==> config.mk <==
export PLATFORM = sky130hd
export DESIGN_NAME = sensor_moving_average_core_flat
export DESIGN_NICKNAME = d
export VERILOG_FILES = /design/src/hdl/sma_pkg.sv /design/src/hdl/sma_if.sv /design/src/hdl/sma_ram.sv /design/src/hdl/sma_div.sv /design/src/hdl/sensor_moving_average_core.sv /design/src/flat_wrapper.sv
export SDC_FILE = /design/constraint.sdc
export NUM_CORES = 2
export LEC_CHECK = 0
export BUFFER_PORTS_ARGS = -buffer_cell sky130_fd_sc_hd__buf_2
export CORE_MARGIN = 5
export CORE_UTILIZATION = 57
export DETAILED_ROUTE_END_ITERATION = 10
export PLACE_DENSITY = 0.76
export SYNTH_ARGS = -nofsm -noshare
export SYNTH_HDL_FRONTEND = slang
export SYNTH_SLANG_ARGS = --single-unit
==> constraint.sdc <==
create_clock -name clk_i -period 3.4 [get_ports clk_i]
set_input_delay 0.34 -clock clk_i [delete_from_list [all_inputs] [get_ports clk_i]]
set_output_delay 0.34 -clock clk_i [all_outputs]
set_load 0.1 [all_outputs]
==> src/hdl/sma_pkg.sv <==
`default_nettype none
// ----------------------------------------------------------------------------
// Sensor moving average package
// Shared sizes, sequencer states and the window clamp for the averaging core.
// ----------------------------------------------------------------------------
package sma_pkg;

  localparam int RING_DEPTH = 64;
  localparam int IDX_W      = $clog2(RING_DEPTH);
  localparam int CNT_W      = IDX_W + 1;          // holds RING_DEPTH itself
  localparam int WIN_W      = 7;                  // width of window_length register
  localparam int CODE_W     = 16;
  localparam int SUM_W      = CODE_W + IDX_W;     // exact sum over the full ring
  localparam int DIV_STEP_W = $clog2(SUM_W + 1);  // divider step counter width
  localparam logic [WIN_W-1:0] WIN_RESET = WIN_W'(16);

  typedef enum logic [2:0] {
    ST_IDLE,
    ST_MOD,
    ST_SUM,
    ST_DIV,
    ST_EMIT
  } sma_state_e;

  // Clamp the configured window to 1 .. RING_DEPTH.
  function automatic logic [CNT_W-1:0] eff_window(input logic [WIN_W-1:0] w);
    logic [CNT_W-1:0] r;
    if (w == '0) begin
      r = CNT_W'(1);
    end else if (int'(w) > RING_DEPTH) begin
      r = CNT_W'(RING_DEPTH);
    end else begin
      r = CNT_W'(w);
    end
    return r;
  endfunction

endpackage
`default_nettype wire

==> src/hdl/sma_if.sv <==
`default_nettype none
// ----------------------------------------------------------------------------
// Sensor moving average channels
// Valid/ready streams for raw sensor codes in and window means out.
// ----------------------------------------------------------------------------
interface sma_in_if import sma_pkg::*; ();
  logic                     valid;
  logic                     ready;
  logic signed [CODE_W-1:0] raw_code;

  modport source (output valid, output raw_code, input ready);
  modport sink   (input valid, input raw_code, output ready);
endinterface

interface sma_out_if import sma_pkg::*; ();
  logic                     valid;
  logic                     ready;
  logic signed [CODE_W-1:0] mean_code;
  logic                     corrupt;

  modport source (output valid, output mean_code, output corrupt, input ready);
  modport sink   (input valid, input mean_code, input corrupt, output ready);
endinterface
`default_nettype wire

==> src/hdl/sma_ram.sv <==
`default_nettype none
// ----------------------------------------------------------------------------
// Generic RAM
// One write port and one read port with registered read data.
// ----------------------------------------------------------------------------
module sma_ram #(
  parameter int WIDTH = 16,
  parameter int DEPTH = 64
) (
  input  wire logic                     clk_i,
  input  wire logic                     we_i,
  input  wire logic [$clog2(DEPTH)-1:0] waddr_i,
  input  wire logic [WIDTH-1:0]         wdata_i,
  input  wire logic                     re_i,
  input  wire logic [$clog2(DEPTH)-1:0] raddr_i,
  output logic      [WIDTH-1:0]         rdata_o
);

  logic [WIDTH-1:0] mem_q [DEPTH];

  always_ff @(posedge clk_i) begin
    if (we_i) begin
      mem_q[waddr_i] <= wdata_i;
    end
    if (re_i) begin
      rdata_o <= mem_q[raddr_i];
    end
  end

endmodule
`default_nettype wire

==> src/hdl/sma_div.sv <==
`default_nettype none
// ----------------------------------------------------------------------------
// Serial divider
// Restoring unsigned division, one quotient bit per cycle.
// ----------------------------------------------------------------------------
module sma_div import sma_pkg::*; (
  input  wire logic             clk_i,
  input  wire logic             rst_ni,
  input  wire logic             start_i,
  input  wire logic [SUM_W-1:0] dividend_i,
  input  wire logic [CNT_W-1:0] divisor_i,
  output logic                  done_o,
  output logic      [SUM_W-1:0] quotient_o
);

  logic                  busy_q;
  logic [DIV_STEP_W-1:0] step_q;
  logic [CNT_W:0]        rem_q;
  logic [SUM_W-1:0]      quo_q;
  logic [CNT_W-1:0]      dvs_q;
  logic                  done_q;

  logic [CNT_W:0]        rem_sh;
  logic                  fits;

  assign rem_sh = {rem_q[CNT_W-1:0], quo_q[SUM_W-1]};
  assign fits   = rem_sh >= {1'b0, dvs_q};

  always_ff @(posedge clk_i or negedge rst_ni) begin
    if (!rst_ni) begin
      busy_q <= 1'b0;
      done_q <= 1'b0;
      step_q <= '0;
    end else begin
      done_q <= 1'b0;
      if (start_i) begin
        busy_q <= 1'b1;
        step_q <= DIV_STEP_W'(SUM_W);
      end else if (busy_q) begin
        step_q <= step_q - DIV_STEP_W'(1);
        if (step_q == DIV_STEP_W'(1)) begin
          busy_q <= 1'b0;
          done_q <= 1'b1;
        end
      end
    end
  end

  always_ff @(posedge clk_i) begin
    if (start_i) begin
      quo_q <= dividend_i;
      rem_q <= '0;
      dvs_q <= divisor_i;
    end else if (busy_q) begin
      rem_q <= fits ? (rem_sh - {1'b0, dvs_q}) : rem_sh;
      quo_q <= {quo_q[SUM_W-2:0], fits};
    end
  end

  assign done_o     = done_q;
  assign quotient_o = quo_q;

endmodule
`default_nettype wire

==> src/hdl/sensor_moving_average_core.sv <==
`default_nettype none
// ----------------------------------------------------------------------------
// Sensor moving average core
// Averages the last window_length valid temperature codes held in a ring.
// ----------------------------------------------------------------------------
// Path from the accepting edge to output valid: a corrupt (zero) code goes straight to
// the output load; a valid code with window W takes an index step (repeated on a wrap
// and after a shrink), W ring reads with one in flight, the serial divider, one load.
// One transaction is in work at a time, with input ready low meanwhile; input ready
// returns in the cycle after the output load, and the load waits while output stalls.
// Reset clears the ring (per-entry valid bits), write index and last mean; window 16.
// ----------------------------------------------------------------------------
module sensor_moving_average_core import sma_pkg::*; (
  input  wire logic             clk_i,
  input  wire logic             rst_ni,
  sma_in_if.sink                in_ch,
  sma_out_if.source             out_ch,
  input  wire logic             cfg_we_i,
  input  wire logic [WIN_W-1:0] cfg_wdata_i
);

  // Sequencer state and control.
  sma_state_e state_q, state_d;
  logic       in_fire;
  logic       out_free;
  logic       rd_en;
  logic       sum_done;
  logic       div_start;
  logic       div_done;

  // Window register and per-item working registers.
  logic [WIN_W-1:0]        cfg_q;
  logic [CNT_W-1:0]        win_q;
  logic [IDX_W-1:0]        wi_q;
  logic [CNT_W-1:0]        idx_q;
  logic [CNT_W-1:0]        addr_q;
  logic                    pend_q;
  logic                    pend_vld_q;
  logic signed [SUM_W-1:0] sum_q;
  logic [RING_DEPTH-1:0]   valid_q;
  logic [CODE_W-1:0]       last_mean_q;
  logic [CODE_W-1:0]       res_mean_q;
  logic                    res_corrupt_q;

  // Output register.
  logic                    out_valid_q;
  logic [CODE_W-1:0]       out_mean_q;
  logic                    out_corrupt_q;

  // Datapath nets.
  logic                    ram_we;
  logic [CODE_W-1:0]       ram_rdata;
  logic [IDX_W-1:0]        raddr;
  logic [SUM_W-1:0]        sum_mag;
  logic [SUM_W-1:0]        quotient;
  logic [SUM_W-1:0]        mean_full;
  logic [SUM_W-1:0]        rd_ext;

  assign in_fire  = in_ch.valid && in_ch.ready;
  assign out_free = !out_valid_q || out_ch.ready;
  assign ram_we   = in_fire && (in_ch.raw_code != '0);

  // Read ring entries 0 .. window-1 in order; one is in flight after the last issue.
  assign rd_en    = (state_q == ST_SUM) && (addr_q < win_q);
  assign raddr    = addr_q[IDX_W-1:0];
  assign sum_done = (addr_q >= win_q) && !pend_q;

  // Divide the magnitude and restore the sign: truncation toward zero.
  assign sum_mag   = sum_q[SUM_W-1] ? (~sum_q + SUM_W'(1)) : sum_q;
  assign mean_full = sum_q[SUM_W-1] ? (~quotient + SUM_W'(1)) : quotient;
  // Entries never written since reset read as zero.
  assign rd_ext    = pend_vld_q ? {{(SUM_W-CODE_W){ram_rdata[CODE_W-1]}}, ram_rdata} : '0;

  always_comb begin
    state_d   = state_q;
    div_start = 1'b0;
    unique case (state_q)
      ST_IDLE: begin
        if (in_fire) begin
          state_d = (in_ch.raw_code == '0) ? ST_EMIT : ST_MOD;
        end
      end
      ST_MOD: begin
        if (idx_q < win_q) begin
          state_d = ST_SUM;
        end
      end
      ST_SUM: begin
        if (sum_done) begin
          div_start = 1'b1;
          state_d   = ST_DIV;
        end
      end
      ST_DIV: begin
        if (div_done) begin
          state_d = ST_EMIT;
        end
      end
      ST_EMIT: begin
        if (out_free) begin
          state_d = ST_IDLE;
        end
      end
      default: state_d = ST_IDLE;
    endcase
  end

  always_ff @(posedge clk_i or negedge rst_ni) begin
    if (!rst_ni) begin
      state_q     <= ST_IDLE;
      cfg_q       <= WIN_RESET;
      valid_q     <= '0;
      wi_q        <= '0;
      last_mean_q <= '0;
      pend_q      <= 1'b0;
      out_valid_q <= 1'b0;
    end else begin
      state_q <= state_d;
      if (cfg_we_i) begin
        cfg_q <= cfg_wdata_i;
      end
      if (ram_we) begin
        valid_q[wi_q] <= 1'b1;
      end
      // Advance the write index once the wrap is resolved.
      if (state_q == ST_MOD && idx_q < win_q) begin
        wi_q <= idx_q[IDX_W-1:0];
      end
      pend_q <= rd_en;
      if (state_q == ST_DIV && div_done) begin
        last_mean_q <= mean_full[CODE_W-1:0];
      end
      // Load the output register when free, drop valid once taken.
      if (state_q == ST_EMIT && out_free) begin
        out_valid_q <= 1'b1;
      end else if (out_ch.ready) begin
        out_valid_q <= 1'b0;
      end
    end
  end

  always_ff @(posedge clk_i) begin
    unique case (state_q)
      ST_IDLE: begin
        if (in_fire) begin
          res_mean_q    <= last_mean_q;
          res_corrupt_q <= (in_ch.raw_code == '0);
          idx_q         <= {1'b0, wi_q} + CNT_W'(1);
          win_q         <= eff_window(cfg_q);
        end
      end
      ST_MOD: begin
        // Wrap the next index; a shrunk window may take several subtractions.
        if (idx_q >= win_q) begin
          idx_q <= idx_q - win_q;
        end else begin
          addr_q <= '0;
          sum_q  <= '0;
        end
      end
      ST_SUM: begin
        if (rd_en) begin
          addr_q     <= addr_q + CNT_W'(1);
          pend_vld_q <= valid_q[raddr];
        end
        if (pend_q) begin
          sum_q <= sum_q + rd_ext;
        end
      end
      ST_DIV: begin
        if (div_done) begin
          res_mean_q <= mean_full[CODE_W-1:0];
        end
      end
      ST_EMIT: begin
        if (out_free) begin
          out_mean_q    <= res_mean_q;
          out_corrupt_q <= res_corrupt_q;
        end
      end
      default: begin
      end
    endcase
  end

  sma_ram #(
    .WIDTH (CODE_W),
    .DEPTH (RING_DEPTH)
  ) u_ring (
    .clk_i   (clk_i),
    .we_i    (ram_we),
    .waddr_i (wi_q),
    .wdata_i (in_ch.raw_code),
    .re_i    (rd_en),
    .raddr_i (raddr),
    .rdata_o (ram_rdata)
  );

  sma_div u_div (
    .clk_i      (clk_i),
    .rst_ni     (rst_ni),
    .start_i    (div_start),
    .dividend_i (sum_mag),
    .divisor_i  (win_q),
    .done_o     (div_done),
    .quotient_o (quotient)
  );

  assign in_ch.ready      = (state_q == ST_IDLE);
  assign out_ch.valid     = out_valid_q;
  assign out_ch.mean_code = out_mean_q;
  assign out_ch.corrupt   = out_corrupt_q;

endmodule
`default_nettype wire
==> src/flat_wrapper.sv <==
// flat-port wrapper written by rule: the top's interface ports become plain ports
module sensor_moving_average_core_flat import sma_pkg::*;
  (clk_i, rst_ni, cfg_we_i, cfg_wdata_i, in_ch_valid, in_ch_raw_code, in_ch_ready, out_ch_valid, out_ch_mean_code, out_ch_corrupt, out_ch_ready);
  sma_in_if in_ch_i ();
  sma_out_if out_ch_i ();
  input  wire logic clk_i;
  input  wire logic rst_ni;
  input  wire logic cfg_we_i;
  input  wire logic [WIN_W-1:0] cfg_wdata_i;
  input wire logic [$bits(in_ch_i.valid)-1:0] in_ch_valid;
  input wire logic [$bits(in_ch_i.raw_code)-1:0] in_ch_raw_code;
  output wire logic [$bits(in_ch_i.ready)-1:0] in_ch_ready;
  output wire logic [$bits(out_ch_i.valid)-1:0] out_ch_valid;
  output wire logic [$bits(out_ch_i.mean_code)-1:0] out_ch_mean_code;
  output wire logic [$bits(out_ch_i.corrupt)-1:0] out_ch_corrupt;
  input wire logic [$bits(out_ch_i.ready)-1:0] out_ch_ready;
  assign in_ch_i.valid = in_ch_valid;
  assign in_ch_i.raw_code = in_ch_raw_code;
  assign in_ch_ready = in_ch_i.ready;
  assign out_ch_valid = out_ch_i.valid;
  assign out_ch_mean_code = out_ch_i.mean_code;
  assign out_ch_corrupt = out_ch_i.corrupt;
  assign out_ch_i.ready = out_ch_ready;
  sensor_moving_average_core u_core (.clk_i(clk_i), .rst_ni(rst_ni), .in_ch(in_ch_i), .out_ch(out_ch_i), .cfg_we_i(cfg_we_i), .cfg_wdata_i(cfg_wdata_i));
endmodule
# Yosys cells after proc, flatten, opt, wreduce, memory -nomap -nowiden
# Memory sizes are Yosys's and may differ from the RTL's. A register that Yosys moved wholly into a read port is not among the register bits.
# Cells that the tools add are included.
# classes
add_sub_neg,8
n_lt_le_gt_ge,9
n_eq_ne,14
n_mux,44
bitwise_logic,3
n_reduce_logical,29
# op_table
op,n
2-to-1 mux 22 bit,6
bitwise OR 64 bit,1
2-to-1 mux 16 bit,3
one-hot mux 22 bit (2 select lines),1
2-to-1 mux 7 bit,6
one-hot mux 16 bit (2 select lines),1
one-hot mux 7 bit (2 select lines),2
"adder 22 x 2 -> 22 bit, second input constant",1
adder 22 bit,1
NOT 22 bit,1
2-to-1 mux 3 bit,6
"adder 16 x 1 -> 16 bit, second input constant",1
zero test 16 bit,1
NOT 16 bit,1
nonzero test 16 bit,1
one-hot mux 3 bit (5 select lines),1
greater-or-equal comparator 7 bit,2
"< comparator 6 x 7 -> 1 bit, second input constant",2
< comparator 7 bit,2
2-to-1 mux 1 bit,14
subtractor 7 bit,2
AND reduction 3 bit,4
2-to-1 mux 5 bit,2
"!= test 2 x 1 -> 1 bit, second input constant",5
22 further kinds,40
# totals
reg_bits,219
ram_bits,1024
input_bits,28
output_inout_bits,19
elab_cells,131
memories,1
# mem_list
name,words,word_bits,read_ports,rd_ports_with_merged_regs,wr,line,text
u_core.u_ring.mem_q,64,16,1,1,1,sma_ram.sv:19,logic [WIDTH-1:0] mem_q [DEPTH];

# Logic depth before layout (Yosys ltp)
# depth
ltp_word,5
ltp_mapped,15
mapped_depth_nobuf,11

# Modules after synthesis
# Synthesis repeated with hierarchy kept, for this count alone.
# hier_totals
hier_cells,2899
area_unflattened_um2,52108.7
# modules_own_cells
mod,instances,cells_per_inst,area_per_inst_um2,seq_area_each_um2
sma_ram,1,1829,40202.3,31230.0
sensor_moving_average_core,1,881,9604.2,4795.8
sma_div,1,189,2302.2,1186.1

# Worst setup path before layout
# Ideal clock, no wire load.
# synth_path
kind,reg2reg
startpoint,register u_core.state_q[2]
endpoint,"memory u_core.u_ring.mem_q[63][0], enable pin"
setup_ns,0.389
t_arrival_ns,4.481
t_required_ns,3.011
setup_slack_ns,-1.470
path_stages_with_launch,7
path_buffers,0
synth_period_minus_slack_ns,4.870
path_cell_list,dfrtp_1 nor3_1 nand2_1 inv_1 and3_1 nand3_1 nor2_1
# synth_via
elab_chain_cells,5
# synth_rtl
item,line,text
from (decl),sensor_moving_average_core.sv:23,"sma_state_e state_q, state_d;"
from (signal assigned),sensor_moving_average_core.sv:118,state_q <= state_d;
zero test 3 bit,sensor_moving_average_core.sv:209,assign in_ch.ready = (state_q == ST_IDLE);
net in_ch_ready,flat_wrapper.sv:12,output wire logic [$bits(in_ch_i.ready)-1:0] in_ch_ready;
logical AND 1 bit,sensor_moving_average_core.sv:59,assign in_fire = in_ch.valid && in_ch.ready;
logical AND 1 bit,sensor_moving_average_core.sv:61,assign ram_we = in_fire && (in_ch.raw_code != '0);
2-to-1 mux 1 bit,sma_ram.sv:22,if (we_i) begin
2-to-1 mux 1 bit (not written as such),sma_ram.sv:23,mem_q[waddr_i] <= wdata_i;
to (decl),sma_ram.sv:19,
# The timed path passes the listed nets, and every way through them passes these cells.

# Worst setup path in the final report
# layout_path
startpoint,register u_core.pend_vld_q
endpoint,"register u_core.sum_q[17], data pin"
# layout_via
elab_chain_cells,4
# layout_rtl
item,line,text
from (decl),sensor_moving_average_core.sv:38,logic pend_vld_q;
from (signal assigned),sensor_moving_average_core.sv:164,pend_vld_q <= valid_q[raddr];
2-to-1 mux 22 bit,sensor_moving_average_core.sv:72,"assign rd_ext = pend_vld_q ? {{(SUM_W-CODE_W){ram_rdata[CODE_W-1]}}, ram_rdata} : '0;"
adder 22 bit,sensor_moving_average_core.sv:167,sum_q <= sum_q + rd_ext;
2-to-1 mux 22 bit,sensor_moving_average_core.sv:166,if (pend_q) begin
one-hot mux 22 bit (2 select lines),sensor_moving_average_core.sv:143,unique case (state_q)
to (signal assigned),sensor_moving_average_core.sv:167,
to (decl),sensor_moving_average_core.sv:39,logic signed [SUM_W-1:0] sum_q;
# No other way between the ends. The select of a mux whose other input is x is not followed.
# A chain may end at the register's enable or synchronous reset.

==> impl_results.html <==
<table>
<tr><th>Metric</th><th>Value</th></tr>
<tr><th colspan="2">Critical path</th></tr>
<tr><td>Type of element launching the critical path</td><td>register</td></tr>
<tr><td>Worst setup EP type</td><td>register</td></tr>
<tr><td>WP data required</td><td>3840 ps</td></tr>
<tr><td>Crit-path max cell delay</td><td>between 500 and 600 ps</td></tr>
<tr><td>Cell breakdown of the critical path</td><td>and2_1, ha_1, and2_1, a221oi_1, a21oi_1, o211ai_1, nand2_1, a221oi_1, mux2_2</td></tr>
<tr><td>Kind of critical path</td><td>register to register</td></tr>
<tr><td>Critical path fanouts, max</td><td>11</td></tr>
<tr><td>Buf+Inv Stages, Crit Path</td><td>0</td></tr>
<tr><td>Critical-path cell with the highest stage delay</td><td>edfxtp_1</td></tr>
<tr><td>Cell family with most CP delay</td><td>compound AO/OA/AOI/OAI gates</td></tr>
<tr><td>CP Data Arrival Time</td><td>3730 ps</td></tr>
<tr><th colspan="2">Power</th></tr>
<tr><td>P_leak</td><td>20.7 nW</td></tr>
<tr><td>Switch share</td><td>32.6%</td></tr>
<tr><td>VDD IR-drop max</td><td>between 0.7 and 0.8 mV</td></tr>
<tr><td>Power Dens Cells</td><td>830 nW/um^2</td></tr>
<tr><td>Power spent charging and discharging nets</td><td>0.0161 W</td></tr>
<tr><td>Tot Pwr</td><td>0.0495 W</td></tr>
<tr><td>Cell internal power dissipation</td><td>0.0334 W</td></tr>
<tr><td>Sequential Power Share</td><td>40.0%</td></tr>
<tr><td>Relative contribution of combinational cells to total power</td><td>32.6%</td></tr>
<tr><td>Power share of the clock group</td><td>27.3%</td></tr>
<tr><th colspan="2">Detailed routing</th></tr>
<tr><td>Mean number of vias per cell</td><td>6.46</td></tr>
<tr><td>WL met1</td><td>47.5 mm</td></tr>
<tr><td>Vias post-DR</td><td>28,200</td></tr>
<tr><td>DRC Markers</td><td>0</td></tr>
<tr><td>Average wire per standard cell</td><td>a little under 30 um</td></tr>
<tr><td>1st-pass router iterations</td><td>6</td></tr>
<tr><td>Detailed route wirelength on metal2</td><td>62.7 mm</td></tr>
<tr><td>Wire length after detailed routing</td><td>between 100 and 150 mm</td></tr>
<tr><td>Highest routed metal layer</td><td>met5</td></tr>
<tr><td>Antenna viol nets, final</td><td>0</td></tr>
<tr><td>Routed length on met3</td><td>12.1 mm</td></tr>
<tr><td>First DRT Iteration DRCs</td><td>roughly 4,000</td></tr>
<tr><th colspan="2">STA</th></tr>
<tr><td>Setup skew after layout</td><td>28.8 ps</td></tr>
<tr><td>Max Transition Viols Final</td><td>0</td></tr>
<tr><td>RSZ-0062 raised after global routing</td><td>false</td></tr>
<tr><td>Setup Viol. Count Final</td><td>0</td></tr>
<tr><td>Headroom to the max-slew limit</td><td>20.6%</td></tr>
<tr><td>Setup total negative slack</td><td>0 ps</td></tr>
<tr><td>Least-Margin Pin Slew</td><td>approximately 1200 ps</td></tr>
<tr><td>Share of the cycle needed by the critical path after routing</td><td>96.8%</td></tr>
<tr><td>Highest clock frequency the design can meet</td><td>~0.30 GHz</td></tr>
<tr><td>Count of final hold-check violations</td><td>0</td></tr>
<tr><td>Final period demand of the worst path</td><td>3290 ps</td></tr>
<tr><th colspan="2">Synth</th></tr>
<tr><td>Ys Warns</td><td>0</td></tr>
<tr><td>Sequential-to-total area share from yosys stat</td><td>73.2%</td></tr>
<tr><td>Ys async rst share</td><td>between 8 and 9%</td></tr>
<tr><td>Post-Syn Area</td><td>50,800 sq um</td></tr>
<tr><td>Xor and xnor area share after synthesis</td><td>under 10%</td></tr>
<tr><td>Flip-flop cell with the highest count after synthesis</td><td>edfxtp_1</td></tr>
<tr><td>Post-synthesis share of cell area spent on full adders, half adders and majority gates</td><td>under 10%</td></tr>
<tr><td>Post-Syn Instances</td><td>2,726</td></tr>
<tr><td>Count of state elements after synthesis</td><td>1,259</td></tr>
<tr><td>Dominant combinational cell family by area after synthesis</td><td>multiplexers</td></tr>
<tr><td>Post-synthesis cell type with the largest combined area</td><td>edfxtp_1</td></tr>
<tr><td>Synthesized-area fraction occupied by ao, oa, aoi and oai cells</td><td>4.08%</td></tr>
<tr><td>EDFF count, synth</td><td>1,147</td></tr>
<tr><td>Post-synthesis mux area share</td><td>14.2%</td></tr>
<tr><td>Top cell type's share of synthesized area</td><td>67.8%</td></tr>
<tr><td>Simple-gate area share of the yosys netlist</td><td>under 10%</td></tr>
<tr><td>Number of unique standard cell types used by synthesis</td><td>65</td></tr>
<tr><td>Main area contributors after synthesis</td><td>edfxtp_1 (68%), mux4_2 (12%), dfrtp_1 (5.1%), mux2i_1 (1.7%), ha_1 (1.2%)</td></tr>
<tr><td>Net Count, Synth</td><td>2,805</td></tr>
<tr><td>Average cell area after synthesis</td><td>18.6 sq um</td></tr>
<tr><th colspan="2">Floorplan</th></tr>
<tr><td>Die extent in x</td><td>309 um</td></tr>
<tr><td>Top-level port count</td><td>47</td></tr>
<tr><td>Floorplan die area</td><td>~95,000 sq um</td></tr>
<tr><td>Floorplan core area</td><td>88,400 sq um</td></tr>
<tr><td>Effective utilization at floorplan</td><td>57.5%</td></tr>
<tr><td>Cell Rows</td><td>109</td></tr>
<tr><td>Die height</td><td>309 um</td></tr>
<tr><th colspan="2">Clocking</th></tr>
<tr><td>Clock latency on the worst-skew pair</td><td>between 700 and 800 ps</td></tr>
<tr><td>Root Buffer Master</td><td>clkbuf_16</td></tr>
<tr><td>CTS Sinks</td><td>about 1,300</td></tr>
<tr><td>CTS tree</td><td>built</td></tr>
<tr><td>Maximum clock insertion buffer count</td><td>3</td></tr>
<tr><td>Count of H-tree levels built during CTS</td><td>3</td></tr>
<tr><td>Clk pin slew, worst setup/hold paths</td><td>60 ps</td></tr>
<tr><td>TritonCTS buffer count</td><td>120</td></tr>
<tr><th colspan="2">Run status</th></tr>
<tr><td>Outcome</td><td>complete, no violations</td></tr>
<tr><th colspan="2">Final layout</th></tr>
<tr><td>Share of post-route cells with drive strength above 1</td><td>29.1%</td></tr>
<tr><td>Final instance area</td><td>a little under 60,000 sq um</td></tr>
<tr><td>Post-synthesis to final-layout area growth</td><td>17.4%</td></tr>
<tr><td>Count of fill cells added during filler insertion</td><td>5,465</td></tr>
<tr><td>Net count of the finished layout</td><td>3,174</td></tr>
<tr><th colspan="2">Placement</th></tr>
<tr><td>Dpl hpwl</td><td>between 80 and 90 mm</td></tr>
<tr><td>Last weighted congestion value of the routability-driven placer</td><td>0.895</td></tr>
<tr><td>Cell area reported after detailed placement</td><td>55,400 sq um</td></tr>
<tr><td>PortBufs</td><td>between 40 and 50</td></tr>
<tr><th colspan="2">Flow run</th></tr>
<tr><td>Max Cap Viol</td><td>0</td></tr>
<tr><th colspan="2">Global route</th></tr>
<tr><td>Initial antenna violation count</td><td>5</td></tr>
<tr><td>Global-route wire length before repair</td><td>roughly 190 mm</td></tr>
<tr><td>All-Layer GR Usage</td><td>27.1%</td></tr>
<tr><td>Maximum number of pins on one net before global-route repair</td><td>77</td></tr>
<tr><td>Overall overflow remaining after global route</td><td>0</td></tr>
<tr><td>Number of global-route vias before repair</td><td>about 29,000</td></tr>
<tr><th colspan="2">Worst hold path</th></tr>
<tr><td>Hold crit path type</td><td>primary input to register</td></tr>
</table>
==> cell usage after synthesis, types with 8 or more instances <==
library cell     n
o221ai_1        16
o21ai_0        119
a21o_1          21
or2_2           71
nand4_1          8
nand2b_1        17
nor3_1          13
ha_1            48
inv_1           36
nand3_1         19
a21oi_1         57
a221oi_1        31
mux2_2          21
a22oi_1          9
edfxtp_1      1147
nand2_1        103
nor2b_1         22
o31ai_1         12
and2_1          23
nand3b_1         8
and4_1          11
mux2i_1         87
nor2_1         145
mux4_2         272
xor2_1          43
o211ai_1         9
xnor2_1         22
buf_2           23
clkbuf_1        90
buf_1           27
a211oi_1        12
dfrtp_1        104
==> metrics by stage <==
step | utilization, % | instances | setup WS [ps] | hold WS (ps)
6_report | 67.5 | 4367 | 110 | 43.1
5_1_grt | 67.5 | 4364 | 21.9 | 9.13
4_1_cts | 67.5 | 4361 | 129 | 7.10
3_5_place_dp | 62.7 | 4118 | 166 | 405
3_3_place_gp | 62.7 | 4118 | 137 | 412
2_1_floorplan | - | 2726 | 3.64 | 44.4
==> worst paths after layout <==
check                                      from                          to  slack (ps)  cells past startpoint
hold reg to reg            u_core.res_mean_q[7]  u_core.out_ch.mean_code[7]         420                      0
max in group asynchronous                rst_ni         u_core.u_div.done_o        2260                      3
hold / removal                in_ch_raw_code[9]  u_core.u_ring.mem_q[10][9]          40                      1
setup reg to reg              u_core.pend_vld_q            u_core.sum_q[17]         110                      9
min in group asynchronous                rst_ni          u_core.valid_q[42]         230                      2
setup / recovery              u_core.pend_vld_q            u_core.sum_q[17]         110                      9
==> placed cells by master, fill, tap and decap left out, types with 24 or more instances in the layout <==
master        n
buf_4       242
edfxtp_1   1147
o21ai_0     119
xor2_1       43
dfrtp_1     104
nand2_1     103
nor2_1      145
a21oi_1      57
ha_1         48
a221oi_1     31
or2_2        70
inv_1        36
buf_12       84
clkbuf_16   123
clkbuf_1     24
mux4_2      272
mux2i_1      87
buf_2        45
==> kinds of logic after synthesis <==
group	count (synthesis)
XOR/XNOR	65
flip-flops	1259
AO/OA/AOI/OAI	322
adder cells (fa/ha/maj)	51
buffers and inverters	177
multiplexers	380
AND/OR/NAND/NOR	472
==> layout make-up <==
| type | count | area (sq um) | area share, % |
|---|---|---|---|
| sequential | 1259 | 37200 | 62.4 |
| multi-input combinational | 1290 | 12900 | 21.7 |
| timing repair buffer | 388 | 3890 | 6.53 |
| clock buffer | 150 | 3210 | 5.38 |
| tap | 1165 | 1460 | 2.44 |
| clock inverter | 76 | 811 | 1.36 |
| inverter | 36 | 135 | 0.226 |
| antenna | 3 | 7.51 | 0.0126 |
==> layer usage <==
layer	GRT usage, %	up-vias
li1	-	11700
met1	37.4	14600
met2	44.3	1622
met3	5.13	283
met4	9.93	4
met5	0	-
==> power by group through the flow <==
stage / Combinational [W] / Sequential (W) / Clock [W]
detailed placement: 0.0158 / 0.0201 / 0
CTS: 0.0161 / 0.0198 / 0.0137
global placement: 0.0155 / 0.0200 / 0
finish: 0.0162 / 0.0198 / 0.0135
floorplan: 0.0106 / 0.0197 / 0
global route: 0.0172 / 0.0199 / 0.0144
==> flip-flops by register name, summed over array words and instances, names as in the netlist, 16 cells and up <==
| name | flops |
|---|---|
| u_core.out_ch.mean_code | 16 |
| u_core.valid_q | 64 |
| u_core.u_ring.mem_q | 1024 |
| u_core.u_div.quotient_o | 22 |
| u_core.sum_q | 22 |
| u_core.last_mean_q | 16 |
| u_core.u_ring.rdata_o | 16 |
| u_core.res_mean_q | 16 |
==> timing repair <==
| action | in CTS | in global routing |
|---|---|---|
| endpoints found under the setup margin | 0 | 2 |
| hold endpoints to repair | 57 | 0 |
| resized for setup | 0 | 1 |
| hold buffers | 17 | 0 |
| buffers inserted | 0 | 3 |
(Power assumes the default switching activity.)
